## config.mk

```make
export PLATFORM = sky130hd
export DESIGN_NAME = http_chunked_body_decoder
export DESIGN_NICKNAME = d
export VERILOG_FILES = /design/src/sv/hcbd_pkg.sv /design/src/sv/http_chunked_body_decoder.sv /design/src/sv/hcbd_parse.sv
export VERILOG_INCLUDE_DIRS = /design/src /design/src/sv
export SDC_FILE = /design/constraint.sdc
export NUM_CORES = 1
export LEC_CHECK = 0
export BUFFER_PORTS_ARGS = -buffer_cell sky130_fd_sc_hd__clkbuf_2
export CAP_MARGIN = 15
export CORE_ASPECT_RATIO = 1.25
export CORE_MARGIN = 1
export CORE_UTILIZATION = 60
export CTS_CLUSTER_DIAMETER = 150
export DETAILED_ROUTE_END_ITERATION = 10
export GPL_TIMING_DRIVEN = 0
export PLACE_DENSITY_LB_ADDON = 0.08
export SLEW_MARGIN = 20
export SYNTH_ARGS = -nofsm -noshare
export SYNTH_HDL_FRONTEND = slang
export SYNTH_HIERARCHICAL = 1
export SYNTH_SLANG_ARGS = --single-unit
```

## constraint.sdc

```tcl
create_clock -name clock -period 4.6 [get_ports clock]
set_clock_uncertainty 0.05 [all_clocks]
set_input_delay 0.92 -clock clock [delete_from_list [all_inputs] [get_ports clock]]
set_output_delay 0.92 -clock clock [all_outputs]
set_load 0.1 [all_outputs]
```

## src/sv/assert_macros.svh

```systemverilog
// ---------------------------------------------------------------------------
// assertion helper macros for the chunked body decoder
// ---------------------------------------------------------------------------
`ifndef ASSERT_MACROS_SVH
`define ASSERT_MACROS_SVH

// plain property, checked on every rising clock edge outside reset
`define HCBD_ASSERT(label, clk, rst, prop) \
   label: assert property (@(posedge clk) disable iff (rst) (prop)) \
      else $error("hcbd assertion failed");

// overlapping implication, checked outside reset
`define HCBD_ASSERT_IMPL(label, clk, rst, ante, cons) \
   label: assert property (@(posedge clk) disable iff (rst) (ante) |-> (cons)) \
      else $error("hcbd implication failed");

`endif

```

## src/sv/hcbd_pkg.sv

```systemverilog
// ---------------------------------------------------------------------------
// hcbd_pkg
// types, constants and helpers shared by the chunked body decoder
// ---------------------------------------------------------------------------
package hcbd_pkg;

   localparam int SizeWidth = 32;

   localparam logic [SizeWidth-1:0] ChunkZero = '0;
   localparam logic [SizeWidth-1:0] ChunkOne  = {{(SizeWidth-1){1'b0}}, 1'b1};

   localparam logic [31:0] LimitReset = 32'hFFFF_FFFE;

   localparam logic [7:0] CharCr    = 8'h0D;
   localparam logic [7:0] CharLf    = 8'h0A;
   localparam logic [7:0] CharSemi  = 8'h3B;
   localparam logic [7:0] CharSpace = 8'h20;
   localparam logic [7:0] CharTab   = 8'h09;

   typedef enum logic [3:0] {
      PH_SIZE       = 4'd0,
      PH_SIZE_LF    = 4'd1,
      PH_DATA       = 4'd2,
      PH_DATA_CR    = 4'd3,
      PH_DATA_LF    = 4'd4,
      PH_TRAILER    = 4'd5,
      PH_TRAILER_LF = 4'd6,
      PH_DONE       = 4'd7,
      PH_BAD        = 4'd8
   } phase_type;

   typedef enum logic [1:0] {
      ST_INCOMPLETE = 2'd0,
      ST_COMPLETE   = 2'd1,
      ST_INVALID    = 2'd2
   } status_type;

   typedef struct packed {
      logic [7:0] body_byte;
      logic       first_byte;
      logic       last_byte;
   } req_type;

   typedef struct packed {
      logic        data_valid;
      logic [7:0]  data_byte;
      logic [1:0]  body_status;
      logic        truncated;
      logic [31:0] decoded_length;
      logic        final_result;
   } rsp_type;

   typedef struct packed {
      phase_type            phase;
      logic [SizeWidth-1:0] chunk_remaining;
      logic                 digit_seen;
      logic                 digits_closed;
      logic                 trailer_line_empty;
      logic [31:0]          emitted_count;
      status_type           status;
      logic                 dropped;
   } state_type;

   localparam state_type StateRestart = '{
      phase:              PH_SIZE,
      chunk_remaining:    ChunkZero,
      digit_seen:         1'b0,
      digits_closed:      1'b0,
      trailer_line_empty: 1'b1,
      emitted_count:      32'd0,
      status:             ST_INCOMPLETE,
      dropped:            1'b0
   };

   // bit 4 flags a hex digit, bits 3:0 hold its value
   function automatic logic [4:0] hex_digit(input logic [7:0] c);
      logic [4:0] r;
      r = 5'd0;
      if (c >= 8'h30 && c <= 8'h39) begin
         r = {1'b1, 4'(c - 8'h30)};
      end else if (c >= 8'h61 && c <= 8'h66) begin
         r = {1'b1, 4'(c - 8'h57)};
      end else if (c >= 8'h41 && c <= 8'h46) begin
         r = {1'b1, 4'(c - 8'h37)};
      end
      return r;
   endfunction

endpackage

```

## src/sv/http_chunked_body_decoder.sv

```systemverilog
// ---------------------------------------------------------------------------
// http_chunked_body_decoder
// decodes an http/1.1 chunked body one byte per transaction, one result each
// ---------------------------------------------------------------------------
//  channel  direction  payload              handshake
//  req      in         hcbd_pkg::req_type   req_valid / req_stall
//  rsp      out        hcbd_pkg::rsp_type   rsp_valid / rsp_stall
//  csr      in         32-bit capacity      csr_write_enable, no read-back
//
//  one byte per cycle sustained while rsp_stall is low; a byte goes from req
//  through the input register, then parse logic into the result register
//  the parse state advances when a byte moves into the result register
//  rsp_stall holds the result register; req_stall rises only when both
//  the input register and the result register are full
//  synchronous active-high reset clears control state and sets the
//  capacity to its maximum
// ---------------------------------------------------------------------------
`include "assert_macros.svh"

module http_chunked_body_decoder (
   input  logic              clock,
   input  logic              reset,
   input  logic              req_valid,
   output logic              req_stall,
   input  hcbd_pkg::req_type req_data,
   output logic              rsp_valid,
   input  logic              rsp_stall,
   output hcbd_pkg::rsp_type rsp_data,
   input  logic              csr_write_enable,
   input  logic [31:0]       csr_write_data
);

   logic                in_valid_ff;
   logic                in_valid_in;
   hcbd_pkg::req_type   in_data_ff;
   logic                out_valid_ff;
   logic                out_valid_in;
   hcbd_pkg::rsp_type   out_data_ff;
   hcbd_pkg::state_type state_ff;
   hcbd_pkg::state_type state_in;
   hcbd_pkg::rsp_type   step_rsp;
   logic [31:0]         limit_ff;
   logic [31:0]         limit_in;
   logic                out_load;
   logic                in_take;
   logic                status_invalid;
   logic                status_complete;
   logic                phase_bad;
   logic                phase_done;
   logic                phase_data;
   logic                chunk_nonzero;
   logic                length_match;

   hcbd_parse u_parse (
      .state_cur  (state_ff),
      .item       (in_data_ff),
      .emit_limit (limit_ff),
      .state_nxt  (state_in),
      .result     (step_rsp)
   );

   assign out_load  = in_valid_ff && (!out_valid_ff || !rsp_stall);
   assign in_take   = req_valid && !req_stall;
   assign req_stall = in_valid_ff && !out_load;

   assign rsp_valid = out_valid_ff;
   assign rsp_data  = out_data_ff;

   always_comb begin
      in_valid_in  = in_take || (in_valid_ff && !out_load);
      out_valid_in = out_load || (out_valid_ff && rsp_stall);
      // capacity zero behaves like one: nothing is emitted
      limit_in     = (csr_write_data == 32'd0) ? 32'd0 : csr_write_data - 32'd1;
   end

   always_ff @(posedge clock) begin
      if (reset) begin
         in_valid_ff  <= 1'b0;
         out_valid_ff <= 1'b0;
         state_ff     <= hcbd_pkg::StateRestart;
         limit_ff     <= hcbd_pkg::LimitReset;
      end else begin
         in_valid_ff  <= in_valid_in;
         out_valid_ff <= out_valid_in;
         if (out_load) begin
            state_ff <= state_in;
         end
         if (csr_write_enable) begin
            limit_ff <= limit_in;
         end
      end
   end

   always_ff @(posedge clock) begin
      if (in_take) begin
         in_data_ff <= req_data;
      end
      if (out_load) begin
         out_data_ff <= step_rsp;
      end
   end

   assign status_invalid  = (state_ff.status == hcbd_pkg::ST_INVALID);
   assign status_complete = (state_ff.status == hcbd_pkg::ST_COMPLETE);
   assign phase_bad       = (state_ff.phase == hcbd_pkg::PH_BAD);
   assign phase_done      = (state_ff.phase == hcbd_pkg::PH_DONE);
   assign phase_data      = (state_ff.phase == hcbd_pkg::PH_DATA);
   assign chunk_nonzero   = (state_ff.chunk_remaining != hcbd_pkg::ChunkZero);
   assign length_match    = (out_data_ff.decoded_length == state_ff.emitted_count);

   `HCBD_ASSERT(a_invalid_iff_bad, clock, reset, status_invalid == phase_bad)
   `HCBD_ASSERT_IMPL(a_complete_done, clock, reset, status_complete, phase_done)
   `HCBD_ASSERT(a_length_tracks, clock, reset, out_load |=> length_match)
   `HCBD_ASSERT_IMPL(a_data_phase_nonzero, clock, reset, phase_data, chunk_nonzero)

endmodule

```

## src/sv/hcbd_parse.sv

```systemverilog
// ---------------------------------------------------------------------------
// hcbd_parse
// next-state and result logic for one body byte of a chunked transfer
// ---------------------------------------------------------------------------
module hcbd_parse (
   input  hcbd_pkg::state_type state_cur,
   input  hcbd_pkg::req_type   item,
   input  logic [31:0]         emit_limit,
   output hcbd_pkg::state_type state_nxt,
   output hcbd_pkg::rsp_type   result
);

   hcbd_pkg::state_type s;
   hcbd_pkg::state_type n;
   logic [7:0]          c;
   logic [4:0]          hex;
   logic                emit;

   always_comb begin
      c    = item.body_byte;
      hex  = hcbd_pkg::hex_digit(c);
      s    = item.first_byte ? hcbd_pkg::StateRestart : state_cur;
      n    = s;
      emit = 1'b0;

      unique case (s.phase)
         hcbd_pkg::PH_SIZE: begin
            if (c == hcbd_pkg::CharCr) begin
               n.phase = hcbd_pkg::PH_SIZE_LF;
            end else if (!s.digits_closed) begin
               if (c == hcbd_pkg::CharSemi) begin
                  n.digits_closed = 1'b1;
               end else if (c == hcbd_pkg::CharSpace || c == hcbd_pkg::CharTab) begin
                  if (s.digit_seen) begin
                     n.digits_closed = 1'b1;
                  end
               end else if (!hex[4] ||
                            (s.chunk_remaining[hcbd_pkg::SizeWidth-1 -: 4] != 4'd0)) begin
                  n.phase  = hcbd_pkg::PH_BAD;
                  n.status = hcbd_pkg::ST_INVALID;
               end else begin
                  n.chunk_remaining = {s.chunk_remaining[hcbd_pkg::SizeWidth-5:0], hex[3:0]};
                  n.digit_seen      = 1'b1;
               end
            end
         end
         hcbd_pkg::PH_SIZE_LF: begin
            if (c != hcbd_pkg::CharLf || !s.digit_seen) begin
               n.phase  = hcbd_pkg::PH_BAD;
               n.status = hcbd_pkg::ST_INVALID;
            end else begin
               n.digit_seen    = 1'b0;
               n.digits_closed = 1'b0;
               if (s.chunk_remaining == hcbd_pkg::ChunkZero) begin
                  n.trailer_line_empty = 1'b1;
                  n.phase              = hcbd_pkg::PH_TRAILER;
               end else begin
                  n.phase = hcbd_pkg::PH_DATA;
               end
            end
         end
         hcbd_pkg::PH_DATA: begin
            if (s.emitted_count < emit_limit) begin
               emit            = 1'b1;
               n.emitted_count = s.emitted_count + 32'd1;
            end else begin
               n.dropped = 1'b1;
            end
            n.chunk_remaining = s.chunk_remaining - hcbd_pkg::ChunkOne;
            if (s.chunk_remaining == hcbd_pkg::ChunkOne) begin
               n.phase = hcbd_pkg::PH_DATA_CR;
            end
         end
         hcbd_pkg::PH_DATA_CR: begin
            if (c == hcbd_pkg::CharCr) begin
               n.phase = hcbd_pkg::PH_DATA_LF;
            end else begin
               n.phase  = hcbd_pkg::PH_BAD;
               n.status = hcbd_pkg::ST_INVALID;
            end
         end
         hcbd_pkg::PH_DATA_LF: begin
            if (c == hcbd_pkg::CharLf) begin
               n.phase = hcbd_pkg::PH_SIZE;
            end else begin
               n.phase  = hcbd_pkg::PH_BAD;
               n.status = hcbd_pkg::ST_INVALID;
            end
         end
         hcbd_pkg::PH_TRAILER: begin
            if (c == hcbd_pkg::CharCr) begin
               n.phase = hcbd_pkg::PH_TRAILER_LF;
            end else begin
               n.trailer_line_empty = 1'b0;
            end
         end
         hcbd_pkg::PH_TRAILER_LF: begin
            if (c == hcbd_pkg::CharLf) begin
               if (s.trailer_line_empty) begin
                  n.phase  = hcbd_pkg::PH_DONE;
                  n.status = hcbd_pkg::ST_COMPLETE;
               end else begin
                  n.trailer_line_empty = 1'b1;
                  n.phase              = hcbd_pkg::PH_TRAILER;
               end
            end else begin
               // a lone cr counts as line content
               n.trailer_line_empty = 1'b0;
               if (c != hcbd_pkg::CharCr) begin
                  n.phase = hcbd_pkg::PH_TRAILER;
               end
            end
         end
         hcbd_pkg::PH_DONE: begin
            n = s;
         end
         default: begin
            n.phase  = hcbd_pkg::PH_BAD;
            n.status = hcbd_pkg::ST_INVALID;
         end
      endcase

      state_nxt             = n;
      result.data_valid     = emit;
      result.data_byte      = emit ? c : 8'd0;
      result.body_status    = n.status;
      result.truncated      = n.dropped;
      result.decoded_length = n.emitted_count;
      result.final_result   = item.last_byte;
   end

endmodule

```

After elaboration in Yosys (flattened, before gate mapping). Cells that the tools add are included.

Register bits: 163. Input port bits: 47. Output and inout port bits: 47. Logic and storage cells: 121.

Add/subtract/negate cells: 6. Order comparisons: 7. Equal/unequal tests: 15. Mux-type cells: 49. Reduce and logical (&&, ||, !) cells: 24.

Operator list (count): 32-bit 2-to-1 mux (3); 37-bit 2-to-1 mux (2); 74-bit 2-to-1 mux (1); 32-bit logical NOT (2); 32-bit one-hot mux with 2 select lines (1); 32-bit by 1-bit subtractor with 32-bit output, second input constant (2); 38-bit 2-to-1 mux (1); 4-bit 2-to-1 mux (9); 34-bit 2-to-1 mux (1); 33-bit 2-to-1 mux (1); 32-bit by 1-bit adder with 32-bit output, second input constant (1); 32-bit by 1-bit equality test with 1-bit output, second input constant (1); 32-bit less-than comparator (1); 4-bit one-hot mux with 8 select lines (1); 8-bit by 4-bit equality test with 1-bit output, second input constant (3); 2-bit 2-to-1 mux (11); 4-bit by 3-bit equality test with 1-bit output, second input constant (4); 8-bit by 6-bit equality test with 1-bit output, second input constant (2); 8-bit by 7-bit greater-or-equal comparator with 1-bit output, second input constant (2); 8-bit by 7-bit <= comparator with 1-bit output, second input constant (2); 8-bit by 4-bit != test with 1-bit output, second input constant (2); 5-bit 2-to-1 mux (3); 2-bit one-hot mux with 6 select lines (1); 1-bit 2-to-1 mux (10); 15 further kinds (34).

Logic depth before layout (Yosys ltp). Gate-level depths: netlist of run 1.

Word-level depth: 13. Depth in mapped cells: 18.

Modules after synthesis. Netlist of run 1, hierarchy kept.

By module, submodules not included: http_chunked_body_decoder (times used 1, cells an instance 581, area each 5879.4 um2); hcbd_parse (times used 1, cells an instance 678, area each 4199.0 um2).

Worst setup path before layout of run 1. Ideal clock, no wire load.

Path kind: reg2reg. From: register in_data_ff[1] (netlist bit). To: register state_ff[4] (netlist bit). Data arrival time: 3.865 ns. Required time: 4.418 ns. Slack: 0.553 ns. Stages on the path, launching flop included: 18. Path through: edfxtp_1 -> buf_2 -> buf_1 -> clkbuf_1 -> buf_1 -> clkbuf_1 -> nor2b_1 -> ha_1 -> a211oi_1 -> nand2_1 -> a2111oi_0 -> o211ai_1 -> a211oi_1 -> clkbuf_1 -> mux2_1 -> buf_4 -> nand2_1 -> a21oi_1.

RTL lines: start: declaration (RTL line http_chunked_body_decoder.sv:35) `hcbd_pkg::req_type in_data_ff;`; start signal: assignment (RTL line http_chunked_body_decoder.sv:96) `in_data_ff <= req_data;`; end signal: assignment (RTL line http_chunked_body_decoder.sv:80) `state_ff <= hcbd_pkg::StateRestart;`; end signal: assignment (RTL line http_chunked_body_decoder.sv:86) `state_ff <= state_in;`; end: declaration (RTL line http_chunked_body_decoder.sv:39) `hcbd_pkg::state_type state_ff;`.

==> impl_metrics.json, run 1 <==
{
  "path_cells": "buf_4, buf_4, clkbuf_4, clkbuf_2, nor2b_1, ha_1, nand3_1, a21oi_1, a2111oi_2, o211ai_1, a211oi_2, buf_2, nand3_1, xnor2_1, buf_4, nand2_1, a21oi_1",
  "synthAdderAreaFrac_pct": 4.842,
  "switching_share_pct": 29.58,
  "synth_xor_area_share_pct": 5.562,
  "htreeDepth": 4,
  "crit_family": "buffers and inverters",
  "synthCells": 1259,
  "final_common_cell": "nand2_1",
  "final_nets": 1455,
  "fin_cells": 1598,
  "synthFlopType": "dfxtp_1",
  "worstSetupPathType": "register to register",
  "finalCriticalPeriod_ns": 4.494,
  "diodes": 0,
  "path_buf_inv": 6,
  "synth_cell_types": 78,
  "p_sw_mw": 1.004,
  "critPathLaunchType": "register",
  "slowest_stage": "edfxtp_1",
  "p_leak_nw": 4.536,
  "clockBufferDepth": 2,
  "fin_setup_tns_ns": 0,
  "drt_iter0_markers": 1046,
  "die-width_um": 117.9,
  "groute.layer.met2.usage_pct": 60.56,
  "antenna_found_initial": 0,
  "final-setup-viol-count": 0,
  "synth_top_family_by_area": "simple AND/OR/NAND/NOR gates",
  "cts-root-buf": "clkbuf_16",
  "worstSetupEndpointType": "register",
  "place_area_um2": 10810,
  "crit_fanout": 10,
  "multiInputGateArea_um2": 5507,
  "path_common_cell": "buf_4",
  "portBuffers": 92,
  "vias_per_cell": 6.034,
  "path_clk_slew_ns": 0.07,
  "grtUsageMet1_pct": 38.11,
  "vdd_drop_max_mv": 0.2513,
  "ff2ff_path_depth": 17,
  "dieArea_um2": 17320,
  "design_area_um2": 11450,
  "synth_compound_area_share_pct": 18.88,
  "regArea_um2": 3814,
  "maxCapViolCount": 0,
  "synth_area_per_cell_um2": 8.005,
  "power.density_nw_per_um2": 296.3,
  "dr.pass1.iters": 6,
  "grtUsageTotal_pct": 33.44,
  "cts_tree": "built",
  "ctsHoldBuffers": 0,
  "synthesis.area_um2": 10080,
  "yosysWarnings": 6,
  "min_period_over_period_pct": 97.70,
  "holdPathStages": 2,
  "grt_max_degree": 55,
  "detail_route.wl_per_cell_um": 17.95,
  "met3_usage_pct": 5.590,
  "cts_buffers": 17,
  "cp_slowest_stage_delay_ns": 0.48,
  "relSlewSlack_pct": 36.26,
  "synth_edf_count": 55,
  "die_h_um": 146.9,
  "p_comb_share_pct": 12.9,
  "status": "finished clean",
  "busiest_layer": "met2",
  "place_congestion": 0.9838,
  "rrSetupSlack_ns": 0.11,
  "rows": 52,
  "hp-start": "state_ff[17]",
  "mostFrequentLayoutCells": "nand2_1 (217), a21oi_1 (147), dfxtp_1 (108), clkbuf_2 (97), o21ai_0 (66)",
  "dp.cells": 1567,
  "antenna_left": 0,
  "finalHoldViolations": 0,
  "overflow": 0,
  "r2r_start": "in_data_ff[1]",
  "cts_sinks": 163,
  "dpl.hpwl_um": 21130,
  "pwr-share-seq_pct": 45.9,
  "grt_pass1_wl_um": 45790,
  "routed_wl_um": 28680,
  "finalPower_mw": 3.393,
  "postCtsSetupBuffers": 0,
  "hold_path_class": "register to register",
  "p_int_mw": 2.390,
  "critPathRequiredTime_ns": 4.91,
  "vias": 9643,
  "ys_seq_area_share_pct": 37.84,
  "synthesis.nets": 1345,
  "hold_end": "state_ff[17]",
  "clock_latency_ns": 0.44,
  "io_pins": 94,
  "post-route-drc-count": 0,
  "core_um2": 16330,
  "fmax_mhz": 222.5,
  "worstMarginPinSlew_ns": 0.9473,
  "r2r_end": "state_ff[31]",
  "muxShareOfSynthArea_pct": 0.5214,
  "clkPwrFrac_pct": 41.2,
  "synthArstFlopShare_pct": 0,
  "syn_to_final_growth_pct": 13.66,
  "initial_core_util_pct": 61.71,
  "synth-simple-area-share_pct": 24.31,
  "crit_arrival_ns": 4.80,
  "drive_gt1_share_pct": 14.91,
  "maxSlewViolCount": 0,
  "grt_pass1_vias": 9251,
  "fillers": 1407,
  "ys_seq_elements": 163
}
power groups by stage:
stage / logic [mW] / clock network, mW / registers, mW
finish: 0.437 / 1.40 / 1.56
global route: 0.464 / 1.47 / 1.56
CTS: 0.433 / 1.41 / 1.56
detailed placement: 0.430 / 0 / 1.59
global placement: 0.425 / 0 / 1.59
floorplan: 0.168 / 0 / 1.73
cells by family (layout without fill, tap and decap cells):
| kind of cell | after synthesis | count (layout) |
|---|---|---|
| buffers and inverters | 169 | 292 |
| adders and majority gates | 39 | 39 |
| AOI/OAI and AO/OA | 318 | 318 |
| xor gates and xnor gates | 64 | 64 |
| muxes | 5 | 5 |
| and+or+nand+nor | 501 | 501 |
| DFF | 163 | 163 |
state kept, by name (all words and copies together) (netlist names):
signal / count
limit_ff: 32
rsp_data: 45
state_ff: 74
in_valid_ff: 1
rsp_valid: 1
in_data_ff: 10
through the flow:
| step | worst slack [ns] | utilization, % | hold slack, ns |
|---|---|---|---|
| 4_1_cts | 0.003052 | 69.95 | 0.4053 |
| 3_5_place_dp | -1.965 | 66.21 | 0.3946 |
| 2_1_floorplan | 0.5531 | - | 0.3818 |
| 6_report | 0.1056 | 70.14 | 0.4043 |
| 5_1_grt | -0.01109 | 70.14 | 0.4259 |
| 3_3_place_gp | -1.877 | 66.19 | 0.3871 |
layout make-up:
class | instances | area share, %
clock inverters | 15 | 1.256
flip-flops and latches | 163 | 33.29
well taps | 216 | 2.359
repair buffers | 92 | 4.020
clock buffers | 17 | 3.714
inverters | 54 | 1.770
plain buffers | 114 | 5.516
multi-input cells | 927 | 48.07
synthesized netlist by cell type (all sizes together) (23+ instances only):
master	number	area share (%)
buf	52	3.7
nand4	23	1.5
ha	39	4.8
edfxtp	55	16
a21oi	148	7.4
nand2	217	8.1
o21ai	81	4.1
dfxtp	108	21
nand3	28	1.4
nor2	59	2.2
nor4	27	1.8
nor3	36	1.9
clkbuf	63	2.4
inv	53	2.0
xnor2	57	5.0
nor2b	40	2.5
worst max path at each step:
stage | end | depth (start not counted) | startpoint
3_5_place_dp | state_ff[14] | 18 | in_data_ff[1]
3_3_place_gp | state_ff[14] | 18 | in_data_ff[1]
4_1_cts | state_ff[17] | 18 | in_data_ff[1]
6_report | state_ff[31] | 17 | in_data_ff[1]
2_1_floorplan | state_ff[4] | 17 | in_data_ff[1]
5_1_grt | state_ff[13] | 17 | in_data_ff[1]
routing by layer:
metal | vias to the layer above | routed length [µm] | part of all wire [%]
met5 | - | 0 | 0
met4 | 0 | 1043 | 3.6
met3 | 100 | 2023 | 7.1
met2 | 425 | 14670 | 51
met1 | 4469 | 10950 | 38
li1 | 4649 | - | -
what timing repair did:
| action | CTS | global route |
|---|---|---|
| gates resized for setup | 19 | 10 |
| cloned | 0 | 0 |
| endpoints found under the setup margin | 75 | 32 |
tightest hold or removal path, cell delays in order, from the launching register on:
cell,delay [ns]
dfxtp_1,0.31
nand2_1,0.05
a21oi_1,0.05
No activity file was read; power rests on OpenSTA's default activity.
==> run 2, diff against run 1 <==
- MAX_ROUTING_LAYER: default -> met4
==> run 2 against run 1 <==
  * Via count increased by 1.2%
  * Routed wire length increased by 1.9%
  * Critical endpoint is now state_ff[12]
  * Die area unchanged
  * Final cell count increased by 0.13%
==> impl_metrics.json, run 2 (synthesis results as in run 1) <==
{
  "grt_pass1_vias": 9203,
  "crit_end": "state_ff[12]",
  "antenna_found_initial": 0,
  "htreeDepth": 4,
  "drive_gt1_share_pct": 14.81,
  "power.density_nw_per_um2": 293.8,
  "ff2ff_path_depth": 18,
  "final-setup-viol-count": 0,
  "die-width_um": 117.9,
  "relSlewSlack_pct": 34.13,
  "diodes": 0,
  "grtUsageTotal_pct": 35.13,
  "largest_register_ffs": 74,
  "final_common_cell": "nand2_1",
  "worstSetupPathType": "register to register",
  "maxCapViolCount": 0,
  "critPathRequiredTime_ns": 4.89,
  "rsz0062_at_grt": "no",
  "min_period_over_period_pct": 96.37,
  "dieArea_um2": 17320,
  "clock_latency_ns": 0.44,
  "status": "finished clean",
  "overflow": 0,
  "finalHoldWorstSlack_ns": 0.4023,
  "wl_met3_um": 1934,
  "rows": 52,
  "initial_core_util_pct": 61.71,
  "worstMarginPinSlew_ns": 0.9790,
  "r2r_start": "in_data_ff[1]",
  "rrSetupSlack_ns": 0.17,
  "fin_setup_tns_ns": 0,
  "io_pins": 94,
  "hp-start": "state_ff[28]",
  "maxSlewViolCount": 0,
  "p_leak_nw": 4.547,
  "critPathLaunchType": "register",
  "path_clk_slew_ns": 0.06,
  "fillers": 1394,
  "cp_slowest_stage_delay_ns": 0.38,
  "fin_cells": 1600,
  "regMostFlops": "state_ff",
  "grt_max_degree": 55,
  "cts_sinks": 163,
  "multiInputGateArea_um2": 5495,
  "die_h_um": 146.9,
  "core_um2": 16330,
  "dpl.hpwl_um": 21340,
  "vias_per_cell": 6.098,
  "wl_met2_um": 14740,
  "place_congestion": 0.9932,
  "crit_arrival_ns": 4.73,
  "hold_path_class": "register to register",
  "dr.pass1.iters": 10,
  "detail_route.wl_per_cell_um": 18.26,
  "drt-met1-wl_um": 11100,
  "highest_layer": "met4",
  "cts_tree": "built",
  "r2r_end": "state_ff[12]",
  "drt_iter0_markers": 926,
  "vdd_drop_max_mv": 0.2608,
  "finalHoldViolations": 0,
  "syn_to_final_growth_pct": 13.72,
  "mostFrequentLayoutCells": "nand2_1 (217), a21oi_1 (147), dfxtp_1 (108), clkbuf_2 (97), o21ai_0 (66)",
  "final_nets": 1457,
  "clockBufferDepth": 2,
  "slowest_stage": "edfxtp_1",
  "antenna_left": 0,
  "cts_buffers": 17,
  "design_area_um2": 11460,
  "place_area_um2": 10810,
  "regArea_um2": 3814,
  "path_common_cell": "buf_4",
  "worstSetupEndpointType": "register",
  "path_cells": "buf_6, buf_4, clkbuf_4, buf_4, clkbuf_4, nor2b_1, ha_1, a211oi_1, nand2_1, a2111oi_2, o211ai_1, a211oi_2, buf_4, nand4_1, xnor2_1, buf_4, nand2_1, a21oi_1",
  "fmax_mhz": 225.6,
  "vias": 9756,
  "portBuffers": 92,
  "post-route-drc-count": 0,
  "finalCriticalPeriod_ns": 4.433,
  "dp.cells": 1567,
  "ctsHoldBuffers": 0,
  "startpoint": "in_data_ff[1]",
  "utilization_pct": 70.18,
  "routed_wl_um": 29220,
  "cts-root-buf": "clkbuf_16",
  "grt_pass1_wl_um": 46450,
  "crit_fanout": 10
}
[run 2: changes by cell type in the layout (fill, tap and decap cells not counted), sizes merged]
cell	before	now
buf	55	54
bufinv	1	0
clkbuf	168	174
clkinv	5	7
clkinvlp	2	1
inv	61	58
[run 2: critical path: cells and delay by family, from the launching register on]
family          cells  cell delay (ns)
flops               1             0.38
compound gates      5             1.32
fa+ha+maj           1             0.19
xor+xnor            1             0.28
buf+inv             7             1.67
simple gates        4             0.42
[run 2: area by class of cell]
cell class              instances  share of cell area (%)
inverters                      54                   1.769
multi-input cells             927                   47.95
clock buffers                  20                   4.083
well taps                     216                   2.358
flip-flops and latches        163                   33.28
repair buffers                 93                   4.083
clock inverters                12                  0.8297
plain buffers                 115                   5.655
[run 2: worst min path at each step]
| stage | to | slack (ns) | cells after the start |
|---|---|---|---|
| 2_1_floorplan | state_ff[12] | 0.38 | 2 |
| 3_3_place_gp | state_ff[28] | 0.39 | 2 |
| 3_5_place_dp | state_ff[28] | 0.39 | 2 |
| 4_1_cts | state_ff[28] | 0.40 | 2 |
| 5_1_grt | state_ff[0] | 0.42 | 2 |
| 6_report | state_ff[28] | 0.40 | 2 |
[run 2: through the flow]
| stage | total power, mW | worst slack (ns) |
|---|---|---|
| final | 3.367 | 0.1669 |
| after global routing | 3.467 | 0.006232 |
| after CTS | 3.376 | 0.01784 |
| after detailed placement | 2.022 | -2.014 |
| after global placement | 2.017 | -1.957 |
| after floorplan | 1.896 | 0.5531 |
[run 2: where the power goes]
group          leakage [nW]  switching, mW  total (mW)  internal [mW]
Combinational          2.89          0.341       0.439         0.0976
Clock                 0.279          0.622        1.37          0.747
Sequential             1.38         0.0244        1.56           1.53
[run 2: per-layer routing]
| metal | vias to the layer above | global-route usage (%) |
|---|---|---|
| li1 | 4662 | - |
| met1 | 4514 | 38.46 |
| met2 | 467 | 61.35 |
| met3 | 113 | 5.202 |
| met4 | 0 | 18.78 |
| met5 | - | - |
[run 2: what timing repair did]
item	4_1_cts	5_1_grt
pin swaps	0	2
resized for setup	21	7
endpoints found under the hold margin	0	0
endpoints found under the setup margin	75	42
buffers inserted	0	1
